`config.mk`:
```
export PLATFORM = sky130hd
export DESIGN_NAME = pdr_cell
export DESIGN_NICKNAME = d
export VERILOG_FILES = /design/src/design/point_dedup_renumber_macros.svh /design/src/design/pdr_pkg.sv /design/src/design/pdr_cell.sv
export SDC_FILE = /design/constraint.sdc
export NUM_CORES = 1
export LEC_CHECK = 0
export BUFFER_PORTS_ARGS = -buffer_cell sky130_fd_sc_hd__buf_2
export CAP_MARGIN = 20
export CORE_AREA = 2 2 114 116
export CTS_CLUSTER_DIAMETER = 120
export CTS_CLUSTER_SIZE = 25
export DETAILED_ROUTE_END_ITERATION = 16
export DIE_AREA = 0 0 116 118
export GPL_ROUTABILITY_DRIVEN = 0
export GPL_TIMING_DRIVEN = 0
export PLACE_DENSITY = 0.67
export SETUP_SLACK_MARGIN = 0.3
export SLEW_MARGIN = 20
export SYNTH_ARGS = -nofsm -noshare
export SYNTH_HDL_FRONTEND = slang
export SYNTH_SLANG_ARGS = --single-unit
```
`constraint.sdc`:
```
create_clock -name aclk -period 5.1 [get_ports aclk]
set_input_delay 1.02 -clock aclk [delete_from_list [all_inputs] [get_ports aclk]]
set_output_delay 1.02 -clock aclk [all_outputs]
set_load 0.05 [all_outputs]
```
`src/design/point_dedup_renumber_macros.svh`:
```
// Assertion macros for the point deduplication block.
// Each macro expects aclk and aresetn in scope at the place of use.
`ifndef POINT_DEDUP_RENUMBER_MACROS_SVH
`define POINT_DEDUP_RENUMBER_MACROS_SVH

// Same-cycle implication, checked out of reset.
`define PDR_ASSERT_NOW(label, ante, cons, msg) \
    label: assert property (@(posedge aclk) disable iff (!aresetn) (ante) |-> (cons)) \
        else $error(msg);

// Next-cycle implication, checked out of reset.
`define PDR_ASSERT_NEXT(label, ante, cons, msg) \
    label: assert property (@(posedge aclk) disable iff (!aresetn) (ante) |=> (cons)) \
        else $error(msg);

`endif

```
`src/design/pdr_pkg.sv`:
```
// Shared types and constants for the point deduplication block.
// No dependencies; imported by every module of the block.
package pdr_pkg;

    localparam int MAX_POINTS_DEF = 256;
    localparam int COORD_W        = 32;
    localparam int ID_W           = 9;
    localparam int TOL_W          = 63;
    localparam int APB_DW         = 64;
    localparam int APB_AW         = 4;
    localparam int S_TDATA_W      = 3 * COORD_W;
    localparam int M_TDATA_W      = 16;
    localparam int M_TUSER_W      = 2;
    // latency from a slot entering the distance unit to its hit leaving the unit
    localparam int DRAIN_CYCLES   = 5;
    localparam int DRN_W          = 3;

    // register word index (paddr above the byte lane bits)
    localparam logic REG_TOL = 1'b0;

    typedef struct packed {
        logic signed [COORD_W-1:0] z;
        logic signed [COORD_W-1:0] y;
        logic signed [COORD_W-1:0] x;
    } pt_t;

    typedef struct packed {
        logic rotate;
        logic load;
    } cell_ctl_t;

    typedef enum logic [1:0] {
        ST_IDLE,
        ST_SCAN,
        ST_DRAIN,
        ST_FINISH
    } state_t;

endpackage

```
`src/design/pdr_cell.sv`:
```
// One storage cell of the kept-point ring: holds a point, takes its neighbor's.
// Depends on pdr_pkg.
module pdr_cell import pdr_pkg::*; (
    input  logic      aclk,
    input  cell_ctl_t ctl,
    input  pt_t       nbr_pt,
    input  pt_t       load_pt,
    output pt_t       pt
);

    pt_t pt_reg;
    pt_t pt_next;

    always_comb begin
        pt_next = pt_reg;
        if (ctl.load) begin
            pt_next = load_pt;
        end else if (ctl.rotate) begin
            pt_next = nbr_pt;
        end
    end

    always_ff @(posedge aclk) begin
        pt_reg <= pt_next;
    end

    assign pt = pt_reg;

endmodule

```
==> flow_metrics.tcl, run 1 <==
set metrics [dict create \
    grt_pass1_vias 3000 \
    finalHoldWorstSlack_ns 0.986 \
    arrival_ns 2.44 \
    track_usage 0.149 \
    synth_edf_count 96 \
    synth.cell_area_mm2 0.00417 \
    p_int_mw 1.47 \
    grt_setup_unrepaired "false" \
    holdBufCountCts 0 \
    hold_viol_final 0 \
    viasPerCell 4.37 \
    cp.required_ns 5.11 \
    cts-root-buf "clkbuf_16" \
    ant_nets 0 \
    ys_seq_area_frac 0.692 \
    ctsResizeCount 0 \
    place_ws_ns 2.28 \
    clock.fmax_mhz 410 \
    critPathKind "in2reg" \
    relSlewSlack 0.539 \
    seqPwrFrac 0.462 \
    port_buffers 289 \
    routedWlPerCell_um 15.5 \
    switching_power_mw 0.681 \
    endpoint_kind "register" \
    synth_area_leaders "edfxtp_1 69%, mux2_2 18%, mux2_4 10%" \
    drv_slew 0 \
    dieHeight_um 118 \
    cts_setup_buffers 0 \
    dp_hpwl_um 8490 \
    yosysMostFrequentCell "edfxtp_1" \
    cts_buffer_depth 2 \
    synthTopCellsByCount "96 x edfxtp_1, 67 x mux2_2, 29 x mux2_4" \
    powerDensity_mw_per_mm2 352 \
    setup_tns_ns 0 \
    syn_inst 204 \
    layout-drive-gt1-share 0.805 \
    cts.sinks 96 \
    rows 41 \
    dr.pass1.iters 4 \
    p_leak_nw 2.81 \
    syn_avg_cell_area_um2 20.4 \
    yosys_warnings 0 \
    synth-async-reset-ratio 0 \
    die-area_mm2 0.0137 \
    pwr-share-clk 0.264 \
    yosysTopAreaCell "edfxtp_1" \
    die_width_um 116 \
    fin_ws_ns 2.66 \
    cap_viol_max_count 0 \
    grt_max_degree 51 \
    antenna_found_initial 0 \
    dpl_cell_area_mm2 0.00586 \
    total_power_mw 2.15 \
    finalCoreUtilization 0.491 \
    ys_types 6 \
    irDropWorstVdd_v 0.000148 \
    antennaDiodeCount 0 \
    grt_pass1_wl_um 15100 \
    path_max_fanout 50 \
    outcome "finished, final reports clean" \
    routed_wl_um 10500 \
    gr-total-overflow 0 \
    start_util 0.336 \
    setup_viol 0 \
    ioPinCount 291 \
    largest_register_ffs 96 \
    worst_slew_pin_slew_ns 0.691 \
    startpoint_type "input pin" \
    synth_nets 399 \
    ys.flop_type "edfxtp_1" \
    first_iter_violations 88 \
    synthToLayoutAreaGrowth_pct 46.4 \
    comb_power_share 0.274 \
    period_needed_ns 2.44 \
    hold_class "in2reg" \
    vias 2964 \
    yosys_register_bits 96 \
    cts_buffers 9 \
    cts_tree "done" \
    final_nets 700 \
    finalInstanceArea_mm2 0.00610 \
    switching_share 0.317 \
    fin_crit_sh 0.478 \
    cts-htree-levels 3 \
    finalNonFillerCells 679 \
    drcViolationCount 0 \
    placedCellCount 666 \
    path_clk_slew_ns 0.06 \
    synth_top_area_frac 0.692 \
    core_area_mm2 0.0124 \
]
cells by family (layout without fill, tap and decap cells):
group | Yosys count | in the layout | synth area share
mux | 96 | 96 | 0.286
flops | 96 | 96 | 0.692
buf+inv | 11 | 314 | 0.0207
simple gates | 1 | 1 | 0.00150
cells in the final DEF, fill, tap and decap left out:
cell type	synthesis	layout
clkbuf_16	0	9
clkbuf_1	0	1
buf_2	6	295
buf_6	5	5
or2_4	0	1
buf_16	0	1
clkinv_2	0	1
mux2_4	29	29
edfxtp_1	96	96
clkinv_1	0	2
mux2_2	67	67
worst max-delay path: stages:
cell and delay [ns]:
buf_6 0.12, buf_6 0.17, buf_6 0.18, or2_4 0.58
buf_16 0.31
layout make-up:
class,instances,area [µm²]
Timing Repair Buffer,290,1470
Multi-Input combinational cell,97,1200
Buffer,11,86.3
Fill cell,1123,6320
Sequential cell,96,2880
Tap cell,172,215
Clock inverter,3,12.5
Clock buffer,10,229
worst paths after layout:
check | cells past startpoint | start | end | slack [ns]
hold / removal | 2 | load_pt[77] | pt[77] | 0.99
setup / recovery | 5 | ctl[0] | pt[28] | 2.66
per-layer routing:
layer | global-route usage | wire [µm] | up-vias
met5 | 0 | 0 | -
met3 | 0.0494 | 1040 | 8
met4 | 0.0491 | 95 | 0
met2 | 0.286 | 5720 | 172
li1 | - | - | 1401
met1 | 0.145 | 3650 | 1383
power groups by stage:
stage,clock network (mW),registers [mW],logic [mW]
2_1_floorplan,0,1.32,0.102
3_3_place_gp,0,1.01,0.585
3_5_place_dp,0,1.01,0.595
4_1_cts,0.594,0.993,0.595
5_1_grt,0.631,1.00,0.615
6_report,0.567,0.991,0.589
No activity file was read; power rests on OpenSTA's default activity.
==> run 2: changes to the inputs <==
- clock period: 5.1 -> 2.5 ns (I/O delays scaled with it)
==> run 2 against run 1 <==
Largest cell class unchanged. Critical path type unchanged. Count of clock-buffer cells in the layout is 2 higher. Die area did not move. Non-clock buffer count unchanged. Sequential cell count unchanged. Core utilization grew 0.13 points. Cell area rose by 0.27%.
==> flow_metrics.tcl, run 2 (synthesis results as in run 1) <==
set metrics [dict create \
    dieHeight_um 118 \
    setup_tns_ns 0 \
    cts_buffer_depth 2 \
    holdBufCountCts 0 \
    total_power_mw 4.44 \
    fillCellCount 1123 \
    cts.sinks 96 \
    rows 41 \
    grt_setup_unrepaired "false" \
    ant_nets 0 \
    routed_wl_um 10600 \
    cp.required_ns 2.51 \
    track_usage 0.148 \
    min_to "pt[71]" \
    holdPathStages 2 \
    setup_viol 0 \
    drv_slew 0 \
    die-area_mm2 0.0137 \
    cts_setup_buffers 0 \
    finalNonFillerCells 682 \
    ioPinCount 291 \
    largest_register_ffs 96 \
    relSlewSlack 0.563 \
    grt_max_degree 54 \
    placedCellCount 666 \
    drcViolationCount 0 \
    ctsResizeCount 0 \
    path_max_fanout 53 \
    cts_buffers 9 \
    die_width_um 116 \
    core_area_mm2 0.0124 \
    port_buffers 289 \
    start_util 0.336 \
    arrival_ns 1.90 \
    hold_start "load_pt[71]" \
    dp_hpwl_um 8470 \
    hold_class "in2reg" \
    p_leak_nw 2.81 \
    layout-drive-gt1-share 0.804 \
    dr.pass1.iters 4 \
    viasPerCell 4.35 \
    antennaDiodeCount 0 \
    gr-total-overflow 0 \
    outcome "finished, final reports clean" \
    routedWlPerCell_um 15.5 \
    synthToLayoutAreaGrowth_pct 46.8 \
    final_common_cell "buf_2" \
    cap_viol_max_count 0 \
    hold_viol_final 0 \
    period_needed_ns 1.90 \
    cts_tree "done" \
    path_clk_slew_ns 0.06 \
    antenna_found_initial 0 \
    fin_crit_sh 0.758 \
    endpoint_kind "register" \
    vias 2966 \
    final_cell_mix "295 x buf_2, 96 x edfxtp_1, 67 x mux2_2" \
    clock.fmax_mhz 528 \
    irDropWorstVdd_v 0.000299 \
    cts-root-buf "clkbuf_16" \
    critPathKind "in2reg" \
    first_iter_violations 90 \
    finalHoldWorstSlack_ns 0.468 \
    grt_pass1_wl_um 15200 \
    grt_pass1_vias 2997 \
    final_nets 700 \
    worst_slew_pin_slew_ns 0.656 \
    startpoint_type "input pin" \
    powerDensity_mw_per_mm2 727 \
    cts-htree-levels 3 \
]
-- run 2: how the worst max path moves through the flow --
| stage | slack [ns] | from | endpoint | depth (start not counted) |
|---|---|---|---|---|
| 5_1_grt | 0.49 | ctl[0] | pt[37] | 5 |
| 4_1_cts | 0.57 | ctl[0] | pt[37] | 5 |
| 6_report | 0.60 | ctl[0] | pt[37] | 5 |
| 3_5_place_dp | 0.21 | ctl[0] | pt[35] | 5 |
| 3_3_place_gp | 0.08 | ctl[0] | pt[35] | 4 |
| 2_1_floorplan | 0.45 | ctl[0] | pt[0] | 4 |
-- run 2: through the flow --
| stage | util | setup WS (ns) | area, µm² |
|---|---|---|---|
| floorplan | - | 0.447 | 4170 |
| global placement | 0.470 | 0.0775 | 5830 |
| detailed placement | 0.472 | 0.211 | 5860 |
| CTS | 0.493 | 0.571 | 6110 |
| global route | 0.493 | 0.490 | 6110 |
| finish | 0.493 | 0.605 | 6110 |
-- run 2: cell type report --
class,instances,area (µm²),share of cell area
Buffer,11,86.3,0.0141
Multi-Input combinational cell,97,1200,0.196
Clock buffer,12,236,0.0387
Tap cell,172,215,0.0352
Clock inverter,4,21.3,0.00348
Timing Repair Buffer,290,1470,0.241
Sequential cell,96,2880,0.471
-- run 2: per-layer routing --
layer | GRT usage | vias to the layer above | routed length, µm
met3 | 0.0433 | 6 | 917
met4 | 0.0424 | 0 | 95
met1 | 0.156 | 1384 | 3910
li1 | - | 1407 | -
met2 | 0.280 | 169 | 5660
met5 | 0 | - | 0
-- run 2: power by group --
group | internal, mW | switching [mW]
Clock | 0.669 | 0.548
Combinational | 0.365 | 0.839
Sequential | 1.98 | 0.0444
-- run 2: worst max-delay path, stage by stage --
cell    delay, ns
buf_6        0.11
buf_6        0.17
buf_6        0.18
or2_4        0.56
buf_16       0.33
